--- src/rtl/dusk_pkg.sv ---
// Shared constants, types and helper functions for the dusk scene pixel generator.
// Holds hash multipliers, palette, ridge height table and the residue helpers.
// No dependencies.
package dusk_pkg;

  localparam logic [31:0] HASH_MUL_A = 32'd374761393;
  localparam logic [31:0] HASH_MUL_B = 32'd668265263;
  localparam logic [31:0] HASH_MUL_C = 32'd1274126177;

  localparam logic [31:0] STAR_COLOR  = 32'hFFE8ECFF;
  localparam logic [31:0] RIDGE_COLOR = 32'hFF191230;
  localparam logic [31:0] EMPTY_COLOR = 32'h0000_0000;

  localparam logic [31:0] BAND_COLOR [8] = '{
    32'hFF0B1026, 32'hFF141A3A, 32'hFF232558, 32'hFF3A2E6E,
    32'hFF5C3B7E, 32'hFF8A4A86, 32'hFFC75B79, 32'hFFF07A5A
  };

  localparam logic [2:0] LAST_BAND = 3'd7;

  // Residue mod 41: 2^10 = -1 (mod 41), so 10-bit digits alternate in sign.
  localparam logic [11:0] FOLD1_BIAS = 12'd1066;  // 26 * 41, keeps the digit sum positive
  localparam logic [10:0] FOLD2_BIAS = 11'd41;
  // 41 * 1049 = 1 (mod 2048); a multiple of 41 maps to 0..49 under that product
  localparam logic [10:0] INV41      = 11'd1049;
  localparam logic [10:0] MUL41_MAX  = 11'd49;

  typedef struct packed {
    logic       in_body;
    logic       ridge;
    logic       star_ok;
    logic [2:0] pick;
  } sky_meta_t;

  function automatic logic [31:0] mix_hash(input logic [31:0] a, input logic [31:0] b);
    logic [31:0] h;
    h = a * HASH_MUL_A + b * HASH_MUL_B;
    h = (h ^ (h >> 13)) * HASH_MUL_C;
    return h ^ (h >> 16);
  endfunction

  // Ridge height per 16-column group: 10 + hash(group, 7) mod 14
  function automatic logic [31:0][4:0] ridge_table();
    logic [31:0][4:0] tab;
    logic [31:0]      h;
    for (int i = 0; i < 32; i++) begin
      h      = mix_hash(32'(i), 32'd7);
      tab[i] = 5'(32'd10 + h % 32'd14);
    end
    return tab;
  endfunction

  localparam logic [31:0][4:0] RIDGE_H = ridge_table();

  // Parity of (band * bh + bh / 2) / 8 for each band
  function automatic logic [7:0] cell_parity(input int unsigned bh);
    logic [7:0]  par;
    int unsigned v;
    for (int unsigned b = 0; b < 8; b++) begin
      v      = (b * bh + (bh >> 1)) >> 3;
      par[b] = v[0];
    end
    return par;
  endfunction

  function automatic logic is_mul41(input logic [10:0] t);
    logic [10:0] p;
    p = 11'(t * INV41);
    return p <= MUL41_MAX;
  endfunction

endpackage

--- src/rtl/dusk_scene_pixel_generator.sv ---
// Dusk scene pixel generator: one ARGB8888 color per pixel coordinate, transparent outside the body area.
// Throughput one beat per cycle while the output is not stalled (stall_i low).
// Stages: hash premix, hash multiply with sky decode, mod-41 fold, color select.
// Reset clears the stage valid bits only; no clearing pass, ready right after reset.
// Depends on dusk_pkg, dusk_sky and dusk_mod41.
module dusk_scene_pixel_generator
  import dusk_pkg::*;
#(
  parameter int unsigned SCREEN_W   = 480,
  parameter int unsigned SCREEN_H   = 272,
  parameter int unsigned LABEL_ROWS = 24
) (
  input  logic        clk_i,
  input  logic        rst_ni,
  input  logic        valid_i,
  output logic        stall_o,
  input  logic [8:0]  pixel_x_i,
  input  logic [7:0]  pixel_y_i,
  output logic        valid_o,
  input  logic        stall_i,
  output logic [31:0] argb_color_o
);

  logic        v1_q, v2_q, v3_q, v4_q;
  logic        rdy1, rdy2, rdy3, rdy4;

  logic [8:0]  x1_q;
  logic [7:0]  y1_q;
  logic [31:0] h1_d, h1_q;
  logic [31:0] m2_d, m2_q;
  sky_meta_t   meta2_d, meta2_q, meta3_q;
  logic [10:0] t3_d, t3_q;
  logic [31:0] color4_d, color4_q;

  // Each stage loads when empty or when the stage after it moves.
  assign rdy4    = !v4_q || !stall_i;
  assign rdy3    = !v3_q || rdy4;
  assign rdy2    = !v2_q || rdy3;
  assign rdy1    = !v1_q || rdy2;
  assign stall_o = !rdy1;

  assign h1_d = ({23'd0, pixel_x_i} * HASH_MUL_A) + ({24'd0, pixel_y_i} * HASH_MUL_B);
  assign m2_d = (h1_q ^ (h1_q >> 13)) * HASH_MUL_C;

  dusk_sky #(
    .SCREEN_W  (SCREEN_W),
    .SCREEN_H  (SCREEN_H),
    .LABEL_ROWS(LABEL_ROWS)
  ) u_sky (
    .pixel_x_i(x1_q),
    .pixel_y_i(y1_q),
    .meta_o   (meta2_d)
  );

  dusk_mod41 u_mod41 (
    .mix_i  (m2_q),
    .resid_o(t3_d)
  );

  always_comb begin
    if (!meta3_q.in_body) begin
      color4_d = EMPTY_COLOR;
    end else if (meta3_q.ridge) begin
      color4_d = RIDGE_COLOR;
    end else if (meta3_q.star_ok && is_mul41(t3_q)) begin
      color4_d = STAR_COLOR;
    end else begin
      color4_d = BAND_COLOR[meta3_q.pick];
    end
  end

  always_ff @(posedge clk_i or negedge rst_ni) begin
    if (!rst_ni) begin
      v1_q <= 1'b0;
      v2_q <= 1'b0;
      v3_q <= 1'b0;
      v4_q <= 1'b0;
    end else begin
      if (rdy1) v1_q <= valid_i;
      if (rdy2) v2_q <= v1_q;
      if (rdy3) v3_q <= v2_q;
      if (rdy4) v4_q <= v3_q;
    end
  end

  always_ff @(posedge clk_i) begin
    if (rdy1) begin
      x1_q <= pixel_x_i;
      y1_q <= pixel_y_i;
      h1_q <= h1_d;
    end
    if (rdy2) begin
      m2_q    <= m2_d;
      meta2_q <= meta2_d;
    end
    if (rdy3) begin
      t3_q    <= t3_d;
      meta3_q <= meta2_q;
    end
    if (rdy4) begin
      color4_q <= color4_d;
    end
  end

  assign valid_o      = v4_q;
  assign argb_color_o = color4_q;

endmodule

--- src/rtl/dusk_sky.sv ---
// Sky decode: band, dither pick, star grid eligibility and ridge cover for one pixel.
// Depends on dusk_pkg (sky_meta_t, RIDGE_H, cell_parity).
module dusk_sky
  import dusk_pkg::*;
#(
  parameter int unsigned SCREEN_W   = 480,
  parameter int unsigned SCREEN_H   = 272,
  parameter int unsigned LABEL_ROWS = 24
) (
  input  logic [8:0] pixel_x_i,
  input  logic [7:0] pixel_y_i,
  output sky_meta_t  meta_o
);

  localparam int unsigned BH      = (SCREEN_H > LABEL_ROWS) ? SCREEN_H - LABEL_ROWS : 0;
  localparam logic [12:0] BH_W    = 13'(BH);
  localparam logic [12:0] BH_HALF = 13'(BH / 2);
  localparam logic [12:0] W_LIM   = 13'(SCREEN_W);
  localparam logic [7:0]  CELL_PAR = cell_parity(BH);

  logic [12:0] x_w;
  logic [12:0] y_w;
  logic [16:0] y16;
  logic [3:0]  q16;
  logic [2:0]  band;
  logic [2:0]  next_band;
  logic        dither_odd;
  logic [4:0]  rh;

  assign x_w = {4'd0, pixel_x_i};
  assign y_w = {5'd0, pixel_y_i};
  assign y16 = {5'd0, pixel_y_i, 4'd0};

  // floor(16 * y / BH) from fifteen monotonic threshold compares
  always_comb begin
    q16 = 4'd0;
    for (int k = 1; k < 16; k++) begin
      if (y16 >= 17'(k * BH)) q16 = 4'(k);
    end
  end

  assign band       = q16[3:1];
  assign next_band  = (band == LAST_BAND) ? LAST_BAND : band + 3'd1;
  assign dither_odd = pixel_y_i[3] ^ CELL_PAR[band];
  assign rh         = RIDGE_H[pixel_x_i[8:4]];

  always_comb begin
    meta_o.in_body = (BH_W != 13'd0) && (x_w < W_LIM) && (y_w < BH_W);
    meta_o.pick    = (q16[0] && dither_odd) ? next_band : band;
    meta_o.star_ok = (y_w >= 13'd8) && (y_w < BH_HALF) && (pixel_y_i[2:0] == 3'd0) &&
                     (x_w >= 13'd4) && (x_w + 13'd4 < W_LIM) && (pixel_x_i[2:0] == 3'd4);
    meta_o.ridge   = ({8'd0, rh} <= BH_W) && (y_w + {8'd0, rh} >= BH_W);
  end

endmodule

--- src/rtl/dusk_mod41.sv ---
// Finishes the 32-bit star hash and folds it to a small value with the same residue mod 41.
// Depends on dusk_pkg (fold biases).
module dusk_mod41
  import dusk_pkg::*;
(
  input  logic [31:0] mix_i,
  output logic [10:0] resid_o
);

  logic [31:0] h;
  logic [11:0] s;

  assign h = mix_i ^ (mix_i >> 16);

  // digits at 2^0 and 2^20 add, digits at 2^10 and 2^30 subtract
  assign s = {2'd0, h[9:0]} + {2'd0, h[29:20]} + FOLD1_BIAS
           - {2'd0, h[19:10]} - {10'd0, h[31:30]};

  assign resid_o = {1'b0, s[9:0]} + FOLD2_BIAS - {9'd0, s[11:10]};

endmodule

--- config.mk ---
export PLATFORM = sky130hd
export DESIGN_NAME = dusk_scene_pixel_generator
export DESIGN_NICKNAME = d
export VERILOG_FILES = /design/src/rtl/dusk_pkg.sv /design/src/rtl/dusk_scene_pixel_generator.sv /design/src/rtl/dusk_sky.sv /design/src/rtl/dusk_mod41.sv
export SDC_FILE = /design/constraint.sdc
export NUM_CORES = 1
export LEC_CHECK = 0
export ABC_AREA = 1
export CORE_MARGIN = 5
export CORE_UTILIZATION = 67
export CTS_CLUSTER_DIAMETER = 50
export DETAILED_ROUTE_END_ITERATION = 10
export DONT_BUFFER_PORTS = 1
export PLACE_DENSITY = 0.83
export SLEW_MARGIN = 10
export SYNTH_ARGS = -nofsm -noshare
export SYNTH_HDL_FRONTEND = slang
export SYNTH_SLANG_ARGS = --single-unit
export TNS_END_PERCENT = 20
--- constraint.sdc ---
create_clock -name clk_i -period 7.99 [get_ports clk_i]
set_clock_uncertainty 0.05 [all_clocks]
set_input_delay 0 -clock clk_i [delete_from_list [all_inputs] [get_ports clk_i]]
set_output_delay 0 -clock clk_i [all_outputs]
set_load 0.005 [all_outputs]
After elaboration in Yosys (flattened, before gate mapping):

Memories as Yosys holds them, arrays and structs flattened. A register that Yosys moved wholly into a read port is not among the register bits.
Cells that the tools add are included.

* div/mod/pow operators: 0
* reductions and logical operators: 21
* bitwise operators: 5
* equal/unequal tests: 2
* mux-type cells: 24
* shift-type cells: 0
* add/subtract/negate cells: 10
* $lt $le $gt $ge: 26
* $mul: 4

Operators with widths (count)
* two-way mux 32 bit: 4
* >= comparator 12 bit (second input constant): 7
* two-way mux 4 bit: 14
* >= comparator 12 x 11 -> 1 bit (second input constant): 4
* adder 32 bit: 1
* multiplier 32 x 31 -> 32 bit (second input constant): 1
* multiplier 8 x 30 -> 32 bit (second input constant): 1
* multiplier 9 x 29 -> 32 bit (second input constant): 1
* bitwise XOR 32 x 16 -> 32 bit: 1
* bitwise XOR 32 x 19 -> 32 bit: 1
* >= comparator 12 x 10 -> 1 bit (second input constant): 2
* >= comparator 13 x 8 -> 1 bit (second input constant): 1
* < comparator 13 x 9 -> 1 bit (second input constant): 1
* adder 12 x 11 -> 12 bit (second input constant): 1
* >= comparator 12 x 8 -> 1 bit (second input constant): 1
* >= comparator 12 x 9 -> 1 bit (second input constant): 1
* subtractor 12 x 10 -> 12 bit: 1
* subtractor 12 x 2 -> 12 bit: 1
* adder 10 x 10 -> 11 bit: 1
* adder 10 x 6 -> 11 bit (second input constant): 1
* <= comparator 11 x 6 -> 1 bit (second input constant): 1
* multiplier 11 x 11 -> 11 bit (second input constant): 1
* subtractor 11 x 2 -> 11 bit: 1
* adder 9 x 3 -> 10 bit (second input constant): 1
* 23 further kinds: 42

* bits in latches: 0
* register bits after elaboration: 140
* output and inout bits: 34
* memories: 3
* word-level logic and storage cells: 115
* memory bits (read-only): 424
* input port bits: 21
* memory bits (writable): 0

Memories
* (name not given): depth 8, bits a word 32, rd ports 1, clocked after Yosys merged registers in 0, wr ports 0, line dusk_scene_pixel_generator.sv:68 `color4_d = BAND_COLOR[meta3_q.pick];`
* (name not given): depth 32, bits a word 5, rd ports 1, clocked after Yosys merged registers in 1, wr ports 0, line dusk_sky.sv:45 `assign rh = RIDGE_H[pixel_x_i[8:4]];`
* (name not given): depth 8, bits a word 1, rd ports 1, clocked after Yosys merged registers in 0, wr ports 0, line dusk_sky.sv:44 `assign dither_odd = pixel_y_i[3] ^ CELL_PAR[band];`

Longest topological paths before layout:

Gate-level depths: netlist of run 1.

* depth in word-level cells: 21
* depth in mapped cells: 39
* gate-level depth less buffers: 39

Modules after synthesis:

From an unflattened synthesis of run 1, not the netlist that was laid out.

* cells, all modules: 2448
* area total of the unflattened synthesis: 23640.2 um^2

Modules (own cells, without submodules)
* dusk_scene_pixel_generator: area an instance 21005.1 um^2, times used 1, seq. area each 3943.8 um^2, cells each 2037
* dusk_mod41: area an instance 1616.6 um^2, times used 1, seq. area each 0.0 um^2, cells each 224
* dusk_sky: area an instance 1018.5 um^2, times used 1, seq. area each 0.0 um^2, cells each 187

Worst setup path before layout of run 1:

Ideal clock, no wire load.

* path type: register -> register
* start point: register h1_q[22]
* end point: register m2_q[31] (data pin)
* setup time: 0.252 ns
* arrival time: 6.281 ns
* clock period less this slack: 6.583 ns
* data required time: 7.688 ns
* buffers on the path: 0
* cell stages (with the launch flop): 24
* slack: 1.407 ns
* cells stage by stage: edfxtp_1 > xnor2_4 > inv_2 > nand2_4 > inv_1 > nor2_1 > ha_1 > fa_1 > fa_1 > inv_1 > fa_1 > inv_1 > fa_1 > fa_1 > fa_1 > ha_1 > ha_1 > a21oi_1 > o21ai_0 > a221oi_1 > nand3_1 > a21boi_0 > nand3b_1 > nand2_1

* word-level cells in the longest chain between the ends: 2

Ends and longest elaborated chain
* start: declaration: line dusk_scene_pixel_generator.sv:29 `logic [31:0] h1_d, h1_q;`
* start signal: assignment: line dusk_scene_pixel_generator.sv:90 `h1_q <= h1_d;`
* bitwise XOR 32 x 19 -> 32 bit: line dusk_scene_pixel_generator.sv:43 `assign m2_d = (h1_q ^ (h1_q >> 13)) * HASH_MUL_C;`
* multiplier 32 x 31 -> 32 bit: line dusk_scene_pixel_generator.sv:43
* named net m2_d[31]: line dusk_scene_pixel_generator.sv:30 `logic [31:0] m2_d, m2_q;`
* end signal: assignment: line dusk_scene_pixel_generator.sv:93 `m2_q <= m2_d;`
* end: declaration: line dusk_scene_pixel_generator.sv:30

The timed path passes the listed nets, and every way through them passes these cells.
A chain may end at the register's enable or synchronous reset.

Worst setup path after layout of run 1:

* start point: register h1_q[23]
* end point: register m2_q[31] (data pin)

The elaborated chain is that of the path after synthesis.

==> flow_metrics.tcl, run 1 <==
set metrics [dict create \
    setup_repair_after_global_routing_missed_its_margin "no" \
    synth.distinct_cells 56 \
    die_width_um 196 \
    n_fill_cell 2410 \
    cts_max_path_buffers 2 \
    drtAntennaViolNets 0 \
    multi_input_comb_area_um2 16600 \
    h-tree-depth 4 \
    tritoncts.num_buffers 17 \
    avgViaCountPerCell 5.64 \
    final_common_cell "inv_1" \
    detailroute.via_count 16039 \
    timing.critical_path.from_type "register" \
    worst_skew_pair.late_latency_ps 450 \
    synth_nets 3096 \
    global_route.overflow_total 0 \
    area.growth.synth_to_final_pct 5.80 \
    critPathMaxFanout 8 \
    design.die.area_um2 38400 \
    postSynth.topFlopCell "edfxtp_1" \
    maxCapViolations 0 \
    tritoncts_num_sinks 137 \
    drt_first_pass_iters 8 \
    cts_repair_resize_count 0 \
    cp-end-kind "register" \
    max_slew_margin_pct 27.2 \
    fin_worst_hold_slack_ps 73.4 \
    dpl.hpwl_mm 48.9 \
    ys_async_sr_fraction_pct 2.92 \
    die_h_um 196 \
    critPathLaunch "h1_q[23]" \
    synth-edff-count 128 \
    num_io_pins 55 \
    cp.arrival_ps 7610 \
    syn-instance-count 2339 \
    drcViolationCount 0 \
    fin_area_um2 24500 \
    drt-wirelength-per-cell_um 20.0 \
    row_count 68 \
    fmax_mhz 134 \
    holdCritStartpoint "pixel_x_i[2]" \
    grt_pass1_wl_mm 92.1 \
    setup_violations 0 \
    timing_worst_slew_pin_value_ps 1090 \
    effective_utilization_at_floorplan_pct 67.5 \
    gp_congestion 1.03 \
    commonest_non_fill_non_tap_cells_in_the_layout "inv_1 (637), fa_1 (374), ha_1 (362), nand2_1 (248), edfxtp_1 (128)" \
    layout-drive-gt1-share_pct 3.56 \
    worst_hold_path_type "in2reg" \
    design.final.nets 3131 \
    largest_net_degree_at_the_start_of_global_routing 59 \
    worstPathRequired_ps 8140 \
    ff_latch_count_synth 137 \
    detailed_place.area_um2 23700 \
    final.min_clock_period_ps 7460 \
    first_global_vias 17293 \
    1st_iter_drt_viols 1395 \
    post_synthesis_average_cell_area_um2 9.90 \
    synthesis.area_um2 23200 \
    tritoncts "built" \
    area.sequential_um2 4040 \
    gr-usage-all-layers_pct 31.0 \
    pre_cts_ws_ps 528 \
    r2r_start "h1_q[23]" \
    ctsRootBufferMaster "clkbuf_16" \
    timing.final.max_slew_violations 0 \
    antenna_found_initial 1 \
    run_status "completed" \
    totalNegativeSetupSlack_ps 0 \
    synth-seq-area-share_pct 17.5 \
    layout_worst_path_cycle_share_pct 93.4 \
    post_cts_buffers 0 \
    core_um2 34300 \
    yosys_warnings 0 \
    total_length_of_routed_wires_mm 56.9 \
    clk_transition_reported_paths_ps 60 \
    buffer_ports.inserted 0 \
    hold_violations 0 \
    ctsHoldBuffers 20 \
    setup.worst_path.class "reg2reg" \
    setup_ws_ps 526 \
]
-- cell usage after synthesis, types with 4 or more instances --
master	instances	area, um^2
nor4_1	4	25.0
or2_2	4	25.0
xor2_1	84	736
o211ai_1	5	37.5
nand2_2	7	43.8
o21ai_2	4	35.0
nor2_1	75	282
nand2_1	248	931
xnor2_1	63	552
a31oi_1	9	56.3
or2_1	6	37.5
nor3_1	11	55.1
fa_1	374	7490
inv_2	8	30.0
inv_1	637	2390
dfrtp_1	4	100
ha_1	362	4530
nand2_4	9	101
a21o_1	12	90.1
o21bai_1	7	52.6
nand4_1	9	56.3
o21ai_0	68	340
o21ai_1	4	20.0
dfxtp_1	5	100
edfxtp_1	128	3840
a21oi_1	98	490
nand3_1	41	205
buf_4	10	75.1
-- worst paths after layout --
path                              end  slack [ps]  depth (start not counted)
min                           h1_q[2]          70                          3
max in group asynchronous        v1_q        7330                          2
max reg2reg                  m2_q[31]         530                         23
min reg2reg                meta3_q[0]         370                          0
min in group asynchronous     valid_o         340                          2
max                          m2_q[31]         530                         23
-- layer usage --
metal / part of all wire, % / global-route usage [%]
met1: 40 / 40.7
met2: 49 / 51.8
met3: 8.0 / 7.25
met4: 3.3 / 9.46
met5: 0 / 0
-- flip-flops by register name, indices dropped and copies added (netlist names), 5 cells and up --
register / cells
m2_q: 32
u_sky.rh: 5
x1_q: 9
h1_q: 32
t3_q: 11
argb_color_o: 24
meta2_q: 6
y1_q: 8
meta3_q: 6
-- area by class of cell --
type | instances | area share [%]
diodes | 1 | 0.0102
multi-input cells | 1543 | 67.7
well taps | 455 | 2.32
clock buffers | 19 | 1.81
repair buffers | 29 | 1.09
clock inverters | 13 | 0.633
flip-flops and latches | 137 | 16.5
inverters | 646 | 9.90
-- through the flow --
stage | instances | util (%)
after global routing | 2842 | 71.4
after CTS | 2842 | 71.4
final | 2843 | 71.4
after detailed placement | 2790 | 69.1
after floorplan | 2339 | -
after global placement | 2790 | 69.1
-- critical path, stage by stage, from the launching register on --
cell and delay (ps):
edfxtp_1 480, or2_1 260, and2_1 300, nand2_4 140, inv_1 100, nor2_1 410, ha_1 350, fa_1 450
fa_1 540, inv_1 50, fa_1 500, inv_1 60, fa_1 530, fa_1 440, fa_1 500, ha_1 320
ha_1 370, a21oi_1 240, o21ai_0 110, a221oi_1 300, nand3_1 160, a21boi_0 340, nand3b_1 160, nand2_1 60
-- cell families (layout without fill, tap and decap cells) --
group,after synthesis,in the layout,synth area share (%)
compound gates,227,227,5.53
xor+xnor,155,155,6.22
fa+ha+maj,736,736,51.9
buf+inv,659,707,10.9
flops,137,137,17.5
other cells,0,1,0
simple gates,425,425,7.99
Power of run 1 is not shown: default switching activity piles up to over one toggle a cycle in this logic, so the estimate is an artifact.
==> inputs of run 2 (changes only) <==
Settings changed: HOLD_SLACK_MARGIN set to 0.08.
==> run 2 against run 1 <==
  * The run now ends with design-rule violations left
  * Routed wire length is 0.17% lower
  * Setup slack worse by 7.8 ps
  * Worst hold slack gained 67 ps
  * Via count fell by 0.76%
  * Final cell count did not move
  * Sequential cell count unchanged
==> flow_metrics.tcl, run 2 (synthesized netlist as in run 1, its figures left out) <==
set metrics [dict create \
    effective_utilization_at_floorplan_pct 67.5 \
    slowest_stage "fa_1" \
    post_cts_buffers 0 \
    setup_repair_after_global_routing_missed_its_margin "no" \
    drt_first_pass_iters 9 \
    timing.final.max_slew_violations 0 \
    layout-drive-gt1-share_pct 3.56 \
    totalNegativeSetupSlack_ps 0 \
    drcViolationCount 2 \
    row_count 68 \
    worst_hold_path_type "in2reg" \
    design.final.nets 3131 \
    layout_worst_path_cycle_share_pct 93.5 \
    core_um2 34300 \
    1st_iter_drt_viols 1356 \
    worst_skew_pair.late_latency_ps 450 \
    final.min_clock_period_ps 7470 \
    failed_checks "design-rule violations" \
    run_status "finished, violations left" \
    tritoncts_num_sinks 137 \
    h-tree-depth 4 \
    setup.worst_path.class "reg2reg" \
    largest_net_degree_at_the_start_of_global_routing 59 \
    avgViaCountPerCell 5.60 \
    gp_congestion 1.03 \
    crit_family "adder cells" \
    fin_area_um2 24500 \
    final_common_cell "inv_1" \
    post-route-util_pct 71.4 \
    setup_violations 0 \
    cts_repair_resize_count 0 \
    tritoncts "built" \
    hold_violations 0 \
    first_global_vias 17285 \
    cts_max_path_buffers 2 \
    die_width_um 196 \
    tritoncts.num_buffers 17 \
    design.die.area_um2 38400 \
    critical_path_buf_inv_count 3 \
    cp.arrival_ps 7620 \
    area.growth.synth_to_final_pct 5.80 \
    dpl.hpwl_mm 48.9 \
    commonest_non_fill_non_tap_cells_in_the_layout "inv_1 (637), fa_1 (374), ha_1 (362), nand2_1 (248), edfxtp_1 (128)" \
    drt-wirelength-per-cell_um 20.0 \
    detailed_place.area_um2 23700 \
    fmax_mhz 134 \
    buffer_ports.inserted 0 \
    die_h_um 196 \
    detailroute.via_count 15917 \
    drtAntennaViolNets 0 \
    cp-end-kind "register" \
    antenna_found_initial 1 \
    max_slew_margin_pct 26.2 \
    critPathMaxFanout 8 \
    gr-usage-all-layers_pct 31.0 \
    timing.critical_path.from_type "register" \
    grt_pass1_wl_mm 92.1 \
    total_length_of_routed_wires_mm 56.8 \
    global_route.overflow_total 0 \
    clk_transition_reported_paths_ps 60 \
    timing_worst_slew_pin_value_ps 1100 \
    n_fill_cell 2410 \
    crit_path_cell_trace "or2_1 > and2_1 > nand2_4 > inv_1 > nor2_1 > ha_1 > fa_1 > fa_1 > inv_1 > fa_1 > inv_1 > fa_1 > fa_1 > fa_1 > ha_1 > ha_1 > a21oi_1 > o21ai_0 > a221oi_1 > nand3_1 > a21boi_0 > nand3b_1 > nand2_1" \
    highest_cell_delay_on_the_worst_timing_path_ps 540 \
    ctsRootBufferMaster "clkbuf_16" \
    crit_path_frequent_cell "fa_1" \
    ctsHoldBuffers 20 \
    worstPathRequired_ps 8140 \
    maxCapViolations 0 \
    num_io_pins 55 \
]
==> run 2: cell counts in the layout (fill, tap and decap cells not counted) <==
No cell type changed its count.
==> run 2: worst reg2reg max path, stage by stage, from the launching register on <==
cell	delay, ps
edfxtp_1	480
or2_1	260
and2_1	300
nand2_4	140
inv_1	100
nor2_1	420
ha_1	350
fa_1	450
fa_1	540
inv_1	50
fa_1	500
inv_1	60
fa_1	530
fa_1	440
fa_1	500
ha_1	320
ha_1	370
a21oi_1	240
o21ai_0	110
a221oi_1	300
nand3_1	160
a21boi_0	340
nand3b_1	160
nand2_1	60
==> run 2: cell type report <==
type	instances	area, um^2	share of cell area, %
multi-input cells	1543	16600	67.7
repair buffers	29	268	1.09
clock inverters	13	155	0.633
inverters	646	2420	9.90
flip-flops and latches	137	4040	16.5
diodes	1	2.50	0.0102
well taps	455	569	2.32
clock buffers	19	443	1.81
==> run 2: layer usage <==
layer,routed length [um],up-vias,GRT usage (%)
met4,1910,0,9.62
met5,0,-,0
met1,22800,7803,40.7
met2,27700,669,51.7
met3,4370,135,7.26
li1,-,7310,-
==> run 2: final timing paths <==
check                      slack (ps)         start    endpoint  depth (start not counted)
max                               520      h1_q[23]    m2_q[31]                         23
min                               140  pixel_x_i[6]     x1_q[6]                          1
max reg2reg                       520      h1_q[23]    m2_q[31]                         23
min reg2reg                       370    meta2_q[0]  meta3_q[0]                          0
max in group asynchronous        7330        rst_ni        v1_q                          2
min in group asynchronous         340        rst_ni     valid_o                          2
==> run 2: through the flow <==
stage	hold slack, ps	instances	setup WS (ps)
6_report	140	2843	518
5_1_grt	149	2842	223
4_1_cts	130	2842	512
3_5_place_dp	-345	2790	528
3_3_place_gp	-345	2790	658
2_1_floorplan	-346	2339	1410
Power of run 2 is left out for the same reason.
